<file path="config.mk">
export PLATFORM = sky130hd
export DESIGN_NAME = led_command_switch_reporter_core
export DESIGN_NICKNAME = d
export VERILOG_FILES = /design/src/lcsr_pkg.sv /design/src/led_command_switch_reporter_core.sv /design/src/lcsr_ctrl.sv /design/src/lcsr_datapath.sv
export SDC_FILE = /design/constraint.sdc
export NUM_CORES = 1
export LEC_CHECK = 0
export BUFFER_PORTS_ARGS = -buffer_cell sky130_fd_sc_hd__buf_2
export CAP_MARGIN = 20
export CORE_UTILIZATION = 59
export DETAILED_ROUTE_END_ITERATION = 8
export PLACE_DENSITY = 0.89
export SLEW_MARGIN = 20
export SYNTH_ARGS = -nofsm -noshare
export SYNTH_HDL_FRONTEND = slang
export SYNTH_SLANG_ARGS = --single-unit
</file>
<file path="constraint.sdc">
create_clock -name clk -period 7.5 [get_ports clk]
set_input_delay 0.75 -clock clk [delete_from_list [all_inputs] [get_ports clk]]
set_output_delay 0.75 -clock clk [all_outputs]
set_load 0.02 [all_outputs]
</file>
<file path="src/lcsr_pkg.sv">
// ----------------------------------------------------------------------------
// lcsr_pkg
// Shared types and constants of the LED command and switch reporter.
// ----------------------------------------------------------------------------
package lcsr_pkg;

  // Input item kinds.
  localparam logic [1:0] CMD_HOST = 2'd0;
  localparam logic [1:0] CMD_SCAN = 2'd1;
  localparam logic [1:0] CMD_TICK = 2'd2;

  // ASCII codes of the host protocol.
  localparam logic [7:0] CHAR_X     = 8'h58;
  localparam logic [7:0] CHAR_W     = 8'h57;
  localparam logic [7:0] CHAR_Y     = 8'h59;
  localparam logic [7:0] CHAR_Z     = 8'h5A;
  localparam logic [7:0] CHAR_0     = 8'h30;
  localparam logic [7:0] CHAR_A_UP  = 8'h41;
  localparam logic [7:0] CHAR_H_UP  = 8'h48;
  localparam logic [7:0] CHAR_A_LOW = 8'h61;
  localparam logic [7:0] CHAR_H_LOW = 8'h68;
  localparam logic [7:0] CHAR_U_UP  = 8'h55;
  localparam logic [7:0] CHAR_U_LOW = 8'h75;

  localparam logic [12:0] RESEND_MASK = 13'h7FF;
  localparam logic [7:0]  DIGIT_RESET = 8'h40;

  // Source of the reply byte loaded into the output register.
  typedef enum logic [2:0] {
    SRC_NONE,
    SRC_W,
    SRC_Y,
    SRC_LETTER,
    SRC_LEVEL
  } src_t;

  typedef enum logic [2:0] {
    ST_IDLE,
    ST_NONE,
    ST_W,
    ST_Y,
    ST_LETTER,
    ST_LEVEL
  } state_t;

  typedef struct packed {
    logic accept;
    logic load;
    src_t sel;
    logic last;
  } ctrl_cmd_t;

  typedef struct packed {
    logic is_connect;
    logic has_changes;
    logic more_changes;
  } dp_status_t;

  // Letter that names a changed switch bit.
  function automatic logic [7:0] change_letter(input logic [3:0] idx);
    logic [7:0] letter;
    case (idx)
      4'd11:   letter = 8'h71;
      4'd12:   letter = 8'h72;
      default: letter = 8'h49 + {4'd0, idx};
    endcase
    return letter;
  endfunction

endpackage

</file>
<file path="src/led_command_switch_reporter_core.sv">
// ----------------------------------------------------------------------------
// led_command_switch_reporter_core
// Host command interpreter for a digit and LED panel with switch reporting.
// ----------------------------------------------------------------------------
// The slave stream carries one item per transfer: a host command byte, a
// switch scan or a display multiplex tick, with the item kind on tuser. The
// master stream returns the results of each item in order, one reply byte
// per transfer, with tlast on the final result of the item and tuser set
// when the byte is to be sent. Every result also shows the driven digit's
// segments, its one-hot enable and the LED word.
// The first result is loaded into the output register from the state that
// follows the accepting idle state. An item with no reply gives a single
// result, a connect two and a scan with k changed bits 2k; the reply
// sequencer emits one byte per cycle while the receiver is ready and holds
// the input until the last result of the item is in the output register.
// Reset clears the link, the word pointer, the scan position and the last
// switch image, and returns the digit words to 0x40 and the LED word to 0.
// A stalled receiver holds the output register; the sequencer waits and
// no result is lost.
// ----------------------------------------------------------------------------
module led_command_switch_reporter_core #(
  parameter int NUM_SWITCHES = 13,
  parameter int NUM_DIGITS   = 4
) (
  input  logic        clk,
  input  logic        rst,
  input  logic        s_tvalid,
  output logic        s_tready,
  input  logic [23:0] s_tdata,   // host_byte[7:0], switches[20:8]
  input  logic [1:0]  s_tuser,   // cmd[1:0]
  output logic        m_tvalid,
  input  logic        m_tready,
  output logic [31:0] m_tdata,   // reply_byte[7:0], segment_pattern[15:8],
                                 // digit_enable[19:16], led_pattern[27:20]
  output logic        m_tuser,   // reply_valid[0]
  output logic        m_tlast    // run_last
);

  lcsr_pkg::ctrl_cmd_t  cmd;
  lcsr_pkg::dp_status_t status;

  lcsr_ctrl u_ctrl (
    .clk      (clk),
    .rst      (rst),
    .s_tvalid (s_tvalid),
    .s_tready (s_tready),
    .m_tvalid (m_tvalid),
    .m_tready (m_tready),
    .status   (status),
    .cmd      (cmd)
  );

  lcsr_datapath #(
    .NUM_SWITCHES (NUM_SWITCHES),
    .NUM_DIGITS   (NUM_DIGITS)
  ) u_datapath (
    .clk     (clk),
    .rst     (rst),
    .s_tdata (s_tdata),
    .s_tuser (s_tuser),
    .m_tdata (m_tdata),
    .m_tuser (m_tuser),
    .m_tlast (m_tlast),
    .cmd     (cmd),
    .status  (status)
  );

endmodule

</file>
<file path="src/lcsr_ctrl.sv">
// ----------------------------------------------------------------------------
// lcsr_ctrl
// Sequencer that takes one item at a time and steps through its reply bytes.
// ----------------------------------------------------------------------------
module lcsr_ctrl (
  input  logic                   clk,
  input  logic                   rst,
  input  logic                   s_tvalid,
  output logic                   s_tready,
  output logic                   m_tvalid,
  input  logic                   m_tready,
  input  lcsr_pkg::dp_status_t   status,
  output lcsr_pkg::ctrl_cmd_t    cmd
);

  lcsr_pkg::state_t state, state_next;
  logic can_load;

  assign can_load = !m_tvalid || m_tready;
  assign s_tready = (state == lcsr_pkg::ST_IDLE);

  always_ff @(posedge clk) begin
    if (rst) begin
      state    <= lcsr_pkg::ST_IDLE;
      m_tvalid <= 1'b0;
    end else begin
      state <= state_next;
      if (cmd.load) begin
        m_tvalid <= 1'b1;
      end else if (m_tready) begin
        m_tvalid <= 1'b0;
      end
    end
  end

  always_comb begin
    state_next = state;
    cmd.accept = 1'b0;
    cmd.load   = 1'b0;
    cmd.sel    = lcsr_pkg::SRC_NONE;
    cmd.last   = 1'b0;
    case (state)
      lcsr_pkg::ST_IDLE: begin
        if (s_tvalid) begin
          cmd.accept = 1'b1;
          if (status.is_connect) begin
            state_next = lcsr_pkg::ST_W;
          end else if (status.has_changes) begin
            state_next = lcsr_pkg::ST_LETTER;
          end else begin
            state_next = lcsr_pkg::ST_NONE;
          end
        end
      end
      lcsr_pkg::ST_NONE: begin
        cmd.sel  = lcsr_pkg::SRC_NONE;
        cmd.last = 1'b1;
        if (can_load) begin
          cmd.load   = 1'b1;
          state_next = lcsr_pkg::ST_IDLE;
        end
      end
      lcsr_pkg::ST_W: begin
        cmd.sel = lcsr_pkg::SRC_W;
        if (can_load) begin
          cmd.load   = 1'b1;
          state_next = lcsr_pkg::ST_Y;
        end
      end
      lcsr_pkg::ST_Y: begin
        cmd.sel  = lcsr_pkg::SRC_Y;
        cmd.last = 1'b1;
        if (can_load) begin
          cmd.load   = 1'b1;
          state_next = lcsr_pkg::ST_IDLE;
        end
      end
      lcsr_pkg::ST_LETTER: begin
        cmd.sel = lcsr_pkg::SRC_LETTER;
        if (can_load) begin
          cmd.load   = 1'b1;
          state_next = lcsr_pkg::ST_LEVEL;
        end
      end
      lcsr_pkg::ST_LEVEL: begin
        cmd.sel  = lcsr_pkg::SRC_LEVEL;
        cmd.last = !status.more_changes;
        if (can_load) begin
          cmd.load   = 1'b1;
          state_next = status.more_changes ? lcsr_pkg::ST_LETTER : lcsr_pkg::ST_IDLE;
        end
      end
      default: begin
        state_next = lcsr_pkg::ST_IDLE;
      end
    endcase
  end

endmodule

</file>
<file path="src/lcsr_datapath.sv">
// ----------------------------------------------------------------------------
// lcsr_datapath
// Panel state, switch change tracking and the output register.
// ----------------------------------------------------------------------------
module lcsr_datapath #(
  parameter int NUM_SWITCHES = 13,
  parameter int NUM_DIGITS   = 4
) (
  input  logic                  clk,
  input  logic                  rst,
  input  logic [23:0]           s_tdata,
  input  logic [1:0]            s_tuser,
  output logic [31:0]           m_tdata,
  output logic                  m_tuser,
  output logic                  m_tlast,
  input  lcsr_pkg::ctrl_cmd_t   cmd,
  output lcsr_pkg::dp_status_t  status
);

  localparam int WORDS = NUM_DIGITS + 1;
  localparam int WPW   = $clog2(NUM_DIGITS + 1);
  localparam int SPW   = (NUM_DIGITS > 1) ? $clog2(NUM_DIGITS) : 1;
  localparam int IDXW  = (NUM_SWITCHES > 1) ? $clog2(NUM_SWITCHES) : 1;

  logic [1:0]              in_cmd;
  logic [7:0]              in_byte;
  logic [NUM_SWITCHES-1:0] in_sw;

  logic                    link_up;
  logic [WPW-1:0]          word_pointer;
  logic [7:0]              display_words [WORDS];
  logic [NUM_SWITCHES-1:0] previous_switches;
  logic [SPW-1:0]          scan_position;

  logic [NUM_SWITCHES-1:0] diff_bits;
  logic [NUM_SWITCHES-1:0] level_bits;
  logic [SPW-1:0]          drive_pos;

  logic [NUM_SWITCHES-1:0] scan_diff;
  logic [NUM_SWITCHES-1:0] low_bit;
  logic [IDXW-1:0]         low_idx;
  logic [7:0]              up_offset;
  logic [7:0]              low_offset;
  logic [7:0]              digit_offset;
  logic                    is_digit_sel;
  logic                    is_set;
  logic                    is_clear;

  logic [7:0]              reply_byte;
  logic                    reply_valid;
  logic                    run_last;
  logic [7:0]              segment_pattern;
  logic [3:0]              digit_enable;
  logic [7:0]              led_pattern;
  logic [7:0]              byte_sel;

  assign in_cmd  = s_tuser;
  assign in_byte = s_tdata[7:0];
  assign in_sw   = s_tdata[8 +: NUM_SWITCHES];

  assign up_offset    = in_byte - lcsr_pkg::CHAR_A_UP;
  assign low_offset   = in_byte - lcsr_pkg::CHAR_A_LOW;
  assign digit_offset = in_byte - lcsr_pkg::CHAR_0;
  assign is_digit_sel = (in_byte >= lcsr_pkg::CHAR_0) &&
                        (in_byte <= lcsr_pkg::CHAR_0 + 8'(NUM_DIGITS));
  assign is_set       = (in_byte >= lcsr_pkg::CHAR_A_UP) && (in_byte <= lcsr_pkg::CHAR_H_UP);
  assign is_clear     = (in_byte >= lcsr_pkg::CHAR_A_LOW) && (in_byte <= lcsr_pkg::CHAR_H_LOW);

  assign scan_diff = previous_switches ^ in_sw;

  // Lowest pending change is reported first.
  assign low_bit = diff_bits & (~diff_bits + NUM_SWITCHES'(1));

  always_comb begin
    low_idx = '0;
    for (int i = NUM_SWITCHES - 1; i >= 0; i--) begin
      if (diff_bits[i]) begin
        low_idx = IDXW'(i);
      end
    end
  end

  assign status.is_connect   = (in_cmd == lcsr_pkg::CMD_HOST) && (in_byte == lcsr_pkg::CHAR_X);
  assign status.has_changes  = (in_cmd == lcsr_pkg::CMD_SCAN) && link_up && (scan_diff != '0);
  assign status.more_changes = ((diff_bits & ~low_bit) != '0);

  always_ff @(posedge clk) begin
    if (rst) begin
      link_up           <= 1'b0;
      word_pointer      <= '0;
      previous_switches <= '0;
      scan_position     <= '0;
      for (int i = 0; i < NUM_DIGITS; i++) begin
        display_words[i] <= lcsr_pkg::DIGIT_RESET;
      end
      display_words[NUM_DIGITS] <= 8'h00;
    end else if (cmd.accept) begin
      case (in_cmd)
        lcsr_pkg::CMD_HOST: begin
          if (in_byte == lcsr_pkg::CHAR_X) begin
            link_up <= 1'b1;
          end else if (link_up) begin
            if (in_byte == lcsr_pkg::CHAR_Z) begin
              previous_switches <= in_sw ^ lcsr_pkg::RESEND_MASK[NUM_SWITCHES-1:0];
              for (int i = 0; i < WORDS; i++) begin
                display_words[i] <= 8'h00;
              end
            end else if (is_digit_sel) begin
              word_pointer <= digit_offset[WPW-1:0];
            end else if (is_set || is_clear) begin
              // Each word updates itself when the pointer selects it.
              for (int i = 0; i < WORDS; i++) begin
                if (word_pointer == WPW'(i)) begin
                  if (is_set) begin
                    display_words[i][up_offset[2:0]] <= 1'b1;
                  end else begin
                    display_words[i][low_offset[2:0]] <= 1'b0;
                  end
                end
              end
            end
          end
        end
        lcsr_pkg::CMD_SCAN: begin
          if (link_up) begin
            previous_switches <= in_sw;
          end
        end
        lcsr_pkg::CMD_TICK: begin
          if (scan_position == SPW'(NUM_DIGITS - 1)) begin
            scan_position <= '0;
          end else begin
            scan_position <= scan_position + SPW'(1);
          end
        end
        default: begin
        end
      endcase
    end
  end

  // Per-item working registers. A tick drives the digit from before it advances.
  always_ff @(posedge clk) begin
    if (cmd.accept) begin
      drive_pos  <= scan_position;
      diff_bits  <= scan_diff;
      level_bits <= in_sw;
    end else if (cmd.load && (cmd.sel == lcsr_pkg::SRC_LEVEL)) begin
      diff_bits <= diff_bits & ~low_bit;
    end
  end

  always_comb begin
    case (cmd.sel)
      lcsr_pkg::SRC_W:      byte_sel = lcsr_pkg::CHAR_W;
      lcsr_pkg::SRC_Y:      byte_sel = lcsr_pkg::CHAR_Y;
      lcsr_pkg::SRC_LETTER: byte_sel = lcsr_pkg::change_letter(4'(low_idx));
      lcsr_pkg::SRC_LEVEL:  byte_sel = level_bits[low_idx] ? lcsr_pkg::CHAR_U_UP
                                                           : lcsr_pkg::CHAR_U_LOW;
      default:              byte_sel = 8'h00;
    endcase
  end

  // Output register; the panel view is captured with every transfer.
  always_ff @(posedge clk) begin
    if (cmd.load) begin
      reply_byte      <= byte_sel;
      reply_valid     <= (cmd.sel != lcsr_pkg::SRC_NONE);
      run_last        <= cmd.last;
      segment_pattern <= display_words[WPW'(drive_pos)];
      digit_enable    <= (int'(drive_pos) < 4) ? (4'b0001 << drive_pos) : 4'b0000;
      led_pattern     <= display_words[NUM_DIGITS];
    end
  end

  assign m_tdata = {4'b0000, led_pattern, digit_enable, segment_pattern, reply_byte};
  assign m_tuser = reply_valid;
  assign m_tlast = run_last;

endmodule

</file>
Word level (Yosys, flattened, before mapping)
Memory sizes are Yosys's and may differ from the RTL's. A register that Yosys moved wholly into a read port is not among the register bits.
Cells that the tools add are included.

cells by class
  add/sub/neg operators = 6
  shifts and indexed selects = 1
  mux-type cells = 242
  bitwise operators = 93
  $mul = 0
  eq/ne operators = 29
  reduce and logical (&&, ||, !) cells = 28
  $lt $le $gt $ge = 11
  divide/modulo/power cells = 0

operators by type and width
  kind                     number
  $mux W1                  189
  $mux W8                  15
  $or A1 B1 Y1             85
  $mux W13                 6
  $mux W4                  13
  $pmux W8 S4              1
  $and A13 B13 Y13         2
  $not A13 Y13             2
  $pmux W13 S2             1
  $reduce_bool A13 Y1      2
  $mux W3                  8
  $pmux W4 S5              1
  $eq A3 B2 Y1 const B     6
  $eq A8 B7 Y1 const B     2
  $ge A8 B7 Y1 const B     2
  $le A8 B7 Y1 const B     2
  $pmux W8 S2              1
  $pmux W3 S5              1
  $add A13 B1 Y13 const B  1
  $xor A13 B13 Y13         1
  $eq A3 B3 Y1 const B     4
  $ne A2 B1 Y1 const B     6
  $reduce_and A6 Y1        2
  $not A11 Y11             1
  other kinds (31)         56

word-level totals
  memories kept = 1
  input port bits = 30
  register bits after elaboration = 65
  bits in latches = 0
  RAM bits = 40
  memory bits (read-only) = 0
  logic and storage cells = 424
  output and inout port bits = 36

memory list
  memory                    depth  bits a word  read ports  clocked after Yosys merged registers in  wr ports  line                 source
  u_datapath.display_words  5      8            2           2                                        5         lcsr_datapath.sv:31  logic [7:0] display_words [WORDS];

Depth between registers and ports, before layout
Gate-level depths: netlist of run 1.

  depth in word-level cells = 17
  mapped depth = 12
  mapped depth without buffers = 10

Hierarchy
A second synthesis of run 1 with hierarchy kept.

second synthesis, totals
  cell total of the unflattened synthesis = 545
  area total of the unflattened synthesis = 5,972.0 µm²

modules (own cells, without submodules)
  module         times used  sequential area each (µm²)  area each (µm²)  cells an instance
  lcsr_datapath  1           3,213.1                     5,660.4          506
  lcsr_ctrl      1           80.1                        311.5            39

Worst setup path after synthesis of run 1
Ideal clock, no wire load.

  path type = input to register
  start = input s_tdata[0]
  end = memory u_datapath.display_words[1][1] (enable)
  arrival = 2.677 ns
  path slack = 4.520 ns
  data required time = 7.197 ns
  stages on the path = 10
  path buffers = 2
  library setup time = 0.303 ns
  cell sequence = clkbuf_1 -> inv_1 -> ha_1 -> nor4b_1 -> nor2_1 -> o21ai_2 -> nor3b_2 -> or3b_1 -> buf_2 -> o21ai_1

RTL lines
  element      line                                    source
  from (decl)  led_command_switch_reporter_core.sv:29  input logic [23:0] s_tdata,
  to (decl)    lcsr_datapath.sv:31

==> impl_metrics.ini, run 1 <==
[grt]
grt_pass1_vias = 4708
grt_usage = 0.284
grt_pass1_wl_um = 23700
antenna_found_initial = 0
grt_max_degree = 33
overflow = 0

[setup_path]
reg2reg_to = u_datapath.display_words[1][7]
r2r_cells = 6
startpoint = u_ctrl.state[0]
cp_cell_sequence = nor3_2 > nand2_1 > nor3_1 > nor3b_2 > or3b_1 > o21ai_1
cp-end-kind = flip-flop
r2r_slack_ps = 4060
critPathLaunchType = flip-flop
critPathArrivalTime_ps = 3670
worst_r2r_startpoint = u_ctrl.state[0]
crit_type = reg -> reg
worst-path-max-fanout = 27
cp.required_ps = 7730
endpoint = u_datapath.display_words[1][7]
cp_slowest_cell = nand2_1
max_stage_delay_ps = 640

[routing]
ant_nets = 0
post-route-drc-count = 0
wl_per_cell_um = 19.5
wirelength_um = 14700
dr.pass1.iters = 6
via_count = 4837
drt_iter0_markers = 485
vias_per_cell = 6.42

[timing]
finalCriticalPeriod_ps = 3440
fin_crit_sh = 0.459
fin_skew_ps = 6.75
slew_headroom = 0.308
drv_slew = 0
timing.setup.tns_ps = 0
worst_pin_slew_ps = 1040
timing.hold.ws_ps = 437
clock.fmax_ghz = 0.290
final_hold_viol_count = 0
rsz0062_at_grt = false
setup_viol = 0

[final_layout]
area_growth_pct = 16.1
fin_nets = 644
instances_no_fill = 753
n_antenna_cell = 0
drive_gt1_frac = 0.195

[logic_synthesis]
avgSynthCellArea_sq_um = 10.9
synth-seq-cells = 120
synth_cell_types = 71
async_flop_share = 0
synth_edf_count = 89
ys_seq_area_frac = 0.539
netlist_instances = 563
syn_area_sq_um = 6110
ys.flop_type = edfxtp_1
yosys_warnings = 0

[clock_tree]
clock-root-buffer = clkbuf_8
clk_pin_slew_ps = 60
cts_tree = yes
cts_resized = 0
clk-insertion-delay-late_ps = 530
post_cts_buffers = 0
htreeDepth = 4
postCtsHoldBufs = 0
cts_made_buffers = 17
ctsLongestPathBuffers = 2
clock-sinks = 120

[power]
p_leak_nw = 2.54
ir_worst_vdd_v = 0.000195
powerDensity_nw_per_um2 = 302

[placement]
place_hpwl_um = 9470
numPortBuffers = 57
gp_congestion = 0.852
dp_cells = 720

[flow_run]
max-cap-violations = 0

[worst_hold_path]
hold_path.class = reg -> reg

[floorplanning]
start_util = 0.617
die_h_um = 104
design.die.area_sq_um = 10800
pin_count = 66
rows = 36
core_area_sq_um = 9910
die_w_um = 104

[status]
status = completed
[Yosys cell counts, types with 3 or more instances]
cell | number | area, sq um
nor2b_1 | 9 | 56.3
nand2b_1 | 11 | 68.8
o21ai_1 | 6 | 30.0
nand3_1 | 17 | 85.1
nor3b_1 | 3 | 22.5
buf_4 | 6 | 45.0
inv_1 | 15 | 56.3
buf_2 | 8 | 40.0
a21oi_1 | 58 | 290
xnor2_1 | 24 | 210
ha_1 | 7 | 87.6
nand2_1 | 26 | 97.6
o22ai_1 | 4 | 25.0
dfxtp_1 | 31 | 621
or2_2 | 3 | 18.8
mux2i_1 | 20 | 200
o211ai_1 | 6 | 45.0
buf_1 | 5 | 18.8
nor2_1 | 52 | 195
edfxtp_1 | 89 | 2670
nor4_1 | 6 | 37.5
o21ai_0 | 43 | 215
a211oi_1 | 9 | 67.6
o31ai_1 | 3 | 22.5
mux4_2 | 8 | 180
clkbuf_1 | 19 | 71.3
o21ai_2 | 4 | 35.0
nor3_1 | 12 | 60.1
[layout by cell type, fill, tap and decap left out, types with 3 or more instances in the layout]
cell,instances
edfxtp_1,89
a21oi_1,58
buf_2,57
nor2_1,51
o21ai_0,43
dfxtp_1,31
nand2_1,26
xnor2_1,24
mux2i_1,20
nand3_1,17
clkbuf_16,16
inv_1,15
nor3_1,12
nand2b_1,11
nor2b_1,9
a211oi_1,9
mux4_2,8
ha_1,7
nor4_1,6
o211ai_1,6
o21ai_1,6
bufinv_16,6
conb_1,5
o22ai_1,4
buf_4,4
nor3b_1,3
or2_2,3
o21ai_2,3
[logic make-up after synthesis]
| kind of cell | Yosys count | synth area share |
|---|---|---|
| AOI/OAI and AO/OA | 157 | 0.156 |
| xor gates and xnor gates | 26 | 0.0373 |
| adders and majority gates | 8 | 0.0160 |
| buffers and inverters | 55 | 0.0416 |
| DFF | 120 | 0.539 |
| muxes | 28 | 0.0622 |
| other | 1 | 0.000614 |
| and+or+nand+nor | 168 | 0.148 |
[per-stage QoR]
stage / util / total power, mW / area (sq um) / setup WS (ps)
after CTS: 0.714 / 2.14 / 7070 / 4190
after global placement: 0.648 / 1.22 / 6420 / 4000
final: 0.716 / 2.14 / 7090 / 4060
after floorplan: - / 1.14 / 6130 / 4520
after detailed placement: 0.648 / 1.24 / 6420 / 3690
after global routing: 0.716 / 2.22 / 7090 / 3920
[layer usage]
layer	global-route usage	routed length, um	vias to the layer above
li1	-	-	2184
met2	0.449	6850	351
met1	0.364	5740	2243
met3	0.0843	1580	59
met5	0	0	-
met4	0.126	494	0
[registers in the layout (all words and copies together), names as in the netlist]
register / cells
u_datapath.link_up: 1
u_datapath.previous_switches: 13
u_datapath.display_words: 40
u_datapath.segment_pattern: 8
u_datapath.level_bits: 13
u_datapath.word_pointer: 3
u_datapath.diff_bits: 13
u_datapath.m_tuser: 1
u_datapath.scan_position: 2
u_ctrl.m_tvalid: 1
u_datapath.m_tlast: 1
u_datapath.reply_byte: 7
u_ctrl.state: 3
u_datapath.drive_pos: 2
u_datapath.led_pattern: 8
u_datapath.digit_enable: 4
[power breakdown]
group	internal (mW)	switching [mW]	leakage (nW)	total (mW)
registers	0.814	0.0654	1.12	0.879
logic	0.126	0.242	1.11	0.368
clock network	0.605	0.292	0.310	0.897
[layout make-up]
| class | instances | area [sq um] |
|---|---|---|
| clock buffer | 19 | 422 |
| clock inverter | 13 | 226 |
| fill | 657 | 2820 |
| inverter | 15 | 56.3 |
| multi-input combinational | 392 | 2620 |
| sequential | 120 | 3290 |
| tap | 133 | 166 |
| timing repair buffer | 61 | 315 |
[how the worst min path moves through the flow]
stage | startpoint | to | slack [ps] | cells after the start
after floorplan | u_datapath.display_words[4][0] | u_datapath.led_pattern[0] | 410 | 0
after global placement | u_datapath.display_words[4][3] | u_datapath.led_pattern[3] | 420 | 0
after detailed placement | u_datapath.display_words[4][5] | u_datapath.led_pattern[5] | 420 | 0
after CTS | u_datapath.display_words[4][5] | u_datapath.led_pattern[5] | 430 | 0
after global routing | s_tdata[13] | u_datapath.level_bits[5] | 440 | 1
final | u_datapath.display_words[4][5] | u_datapath.led_pattern[5] | 440 | 0
[critical path, delay by kind of cell, from the launching register on]
family           cells  cell delay [ps]
AND/OR/NAND/NOR      5             2440
flip-flops           1              440
AO/OA/AOI/OAI        1              250
No activity file was read; power rests on OpenSTA's default activity.
==> run 2: changes to the inputs <==
--- a/config.mk
+++ b/config.mk
@@ -7,9 +7,9 @@
 export LEC_CHECK = 0
 export BUFFER_PORTS_ARGS = -buffer_cell sky130_fd_sc_hd__buf_2
 export CAP_MARGIN = 20
-export CORE_UTILIZATION = 59
+export CORE_UTILIZATION = 53
 export DETAILED_ROUTE_END_ITERATION = 8
-export PLACE_DENSITY = 0.89
+export PLACE_DENSITY = 0.85
 export SLEW_MARGIN = 20
 export SYNTH_ARGS = -nofsm -noshare
 export SYNTH_HDL_FRONTEND = slang
==> constraint.sdc (replaced) <==
create_clock -name clk -period 2.8 [get_ports clk]
set_input_delay 0.28 -clock clk [delete_from_list [all_inputs] [get_ports clk]]
set_output_delay 0.28 -clock clk [all_outputs]
set_load 0.02 [all_outputs]
==> run 2 against run 1 <==
Compared with the run above:
- final area grew 0.90%
- die area up 11%
- worst hold slack got worse by 340 ps
- clock power is 130% higher
- first-iteration DRC count fell by 12%
- sequential power grew to 2.6 times the previous value
- combinational power grew to 2.8 times the previous value
- worst setup slack lost 3900 ps
- largest cell class unchanged
- highest routed layer unchanged
==> impl_metrics.ini, run 2 (same netlist as run 1, synthesis figures left out) <==
[status]
status = completed

[power]
p_leak_nw = 2.60
ir_worst_vdd_v = 0.000614
powerDensity_nw_per_um2 = 758

[setup_path]
worst-path-max-fanout = 10
critPathBufInv = 1
critPathLaunchType = flip-flop
cp_slowest_cell = edfxtp_1
cpLargestDelayFamily = compound AO/OA/AOI/OAI gates
critPathArrivalTime_ps = 2760
crit_type = reg -> reg
cp-end-kind = flip-flop
max_stage_delay_ps = 510
cp_cell_sequence = nor3b_1 > o31ai_1 > a31oi_1 > inv_1 > ha_1 > nand3_1 > a21o_1 > a21oi_1 > o31a_1 > and4_1
cp.required_ps = 2950

[timing]
worst_pin_slew_ps = 838
rsz0062_at_grt = false
final_hold_viol_count = 0
finalCriticalPeriod_ps = 2610
drv_slew = 0
clock.fmax_ghz = 0.383
setup_ws_ps = 190
fin_skew_ps = 7.24
slew_headroom = 0.440
timing.setup.tns_ps = 0
fin_crit_sh = 0.932
setup_viol = 0

[clock_tree]
clock-root-buffer = clkbuf_16
clk_pin_slew_ps = 50
cts_made_buffers = 17
clock-sinks = 120
clk-insertion-delay-late_ps = 410
cts_tree = yes
ctsLongestPathBuffers = 2
cts_resized = 0
postCtsHoldBufs = 0
post_cts_buffers = 0
htreeDepth = 4

[grt]
antenna_found_initial = 0
grt_max_degree = 33
grt_usage = 0.256
grt_pass1_vias = 4704
overflow = 0
grt_pass1_wl_um = 23000

[floorplanning]
start_util = 0.554
core_area_sq_um = 11000
rows = 38
die_h_um = 109
die_w_um = 109
design.die.area_sq_um = 12000
pin_count = 66

[placement]
dpl_cell_area_sq_um = 6580
pre_cts_slack_ps = 93.6
numPortBuffers = 57
gp_congestion = 0.858
place_hpwl_um = 9730

[routing]
ant_nets = 0
via_count = 4852
wl_per_cell_um = 18.0
dr.pass1.iters = 7
vias_per_cell = 6.24
wirelength_um = 14000
post-route-drc-count = 0
drt_iter0_markers = 427

[final_layout]
largest_reg_flops = 40
fin_area_sq_um = 7160
post-route-util = 0.649
area.sequential_sq_um = 3290
top_register = u_datapath.display_words
mostFrequentLayoutCells = 89 x edfxtp_1, 58 x a21oi_1, 57 x buf_2
final_common_cell = edfxtp_1
fillCellCount = 815
multi_input_area_sq_um = 2600
n_antenna_cell = 0
fin_nets = 662
area_growth_pct = 17.1
drive_gt1_frac = 0.223

[worst_hold_path]
hold_path.class = in -> reg

[flow_run]
max-cap-violations = 0
run 2: final cells by class:
cell class                 instances  share of cell area
clock buffer                      19              0.0633
clock inverter                    13              0.0166
inverter                          15             0.00787
multi-input combinational        392               0.363
sequential                       120               0.460
tap                              140              0.0245
timing repair buffer              79              0.0647
run 2: metal layers:
layer	up-vias	track usage	wire, um
li1	2219	-	-
met1	2329	0.332	5730
met2	270	0.405	6620
met3	34	0.0741	1340
met4	0	0.101	306
met5	-	0	0
run 2: path summary, 6_finish.rpt:
| kind | startpoint | endpoint | slack, ps | cells after the start |
|---|---|---|---|---|
| min reg2reg | u_datapath.display_words[4][3] | u_datapath.led_pattern[3] | 440 | 0 |
| min | s_tdata[19] | u_datapath.level_bits[11] | 100 | 1 |
| max reg2reg | u_datapath.diff_bits[4] | u_datapath.reply_byte[5] | 190 | 10 |
| max | u_datapath.diff_bits[4] | u_datapath.reply_byte[5] | 190 | 10 |
run 2: through the flow:
step | hold WS [ps] | power, mW | cells
finish | 99.4 | 5.43 | 778
global route | 85.8 | 5.65 | 778
CTS | 87.0 | 5.43 | 777
detailed placement | 424 | 3.37 | 745
global placement | 422 | 3.33 | 745
floorplan | 379 | 3.05 | 567
run 2: power breakdown:
| part | internal (mW) | leakage, nW | switching (mW) |
|---|---|---|---|
| Sequential | 2.18 | 1.12 | 0.146 |
| Clock | 1.27 | 0.272 | 0.796 |
| Combinational | 0.372 | 1.21 | 0.665 |
| Total | 3.82 | 2.60 | 1.61 |
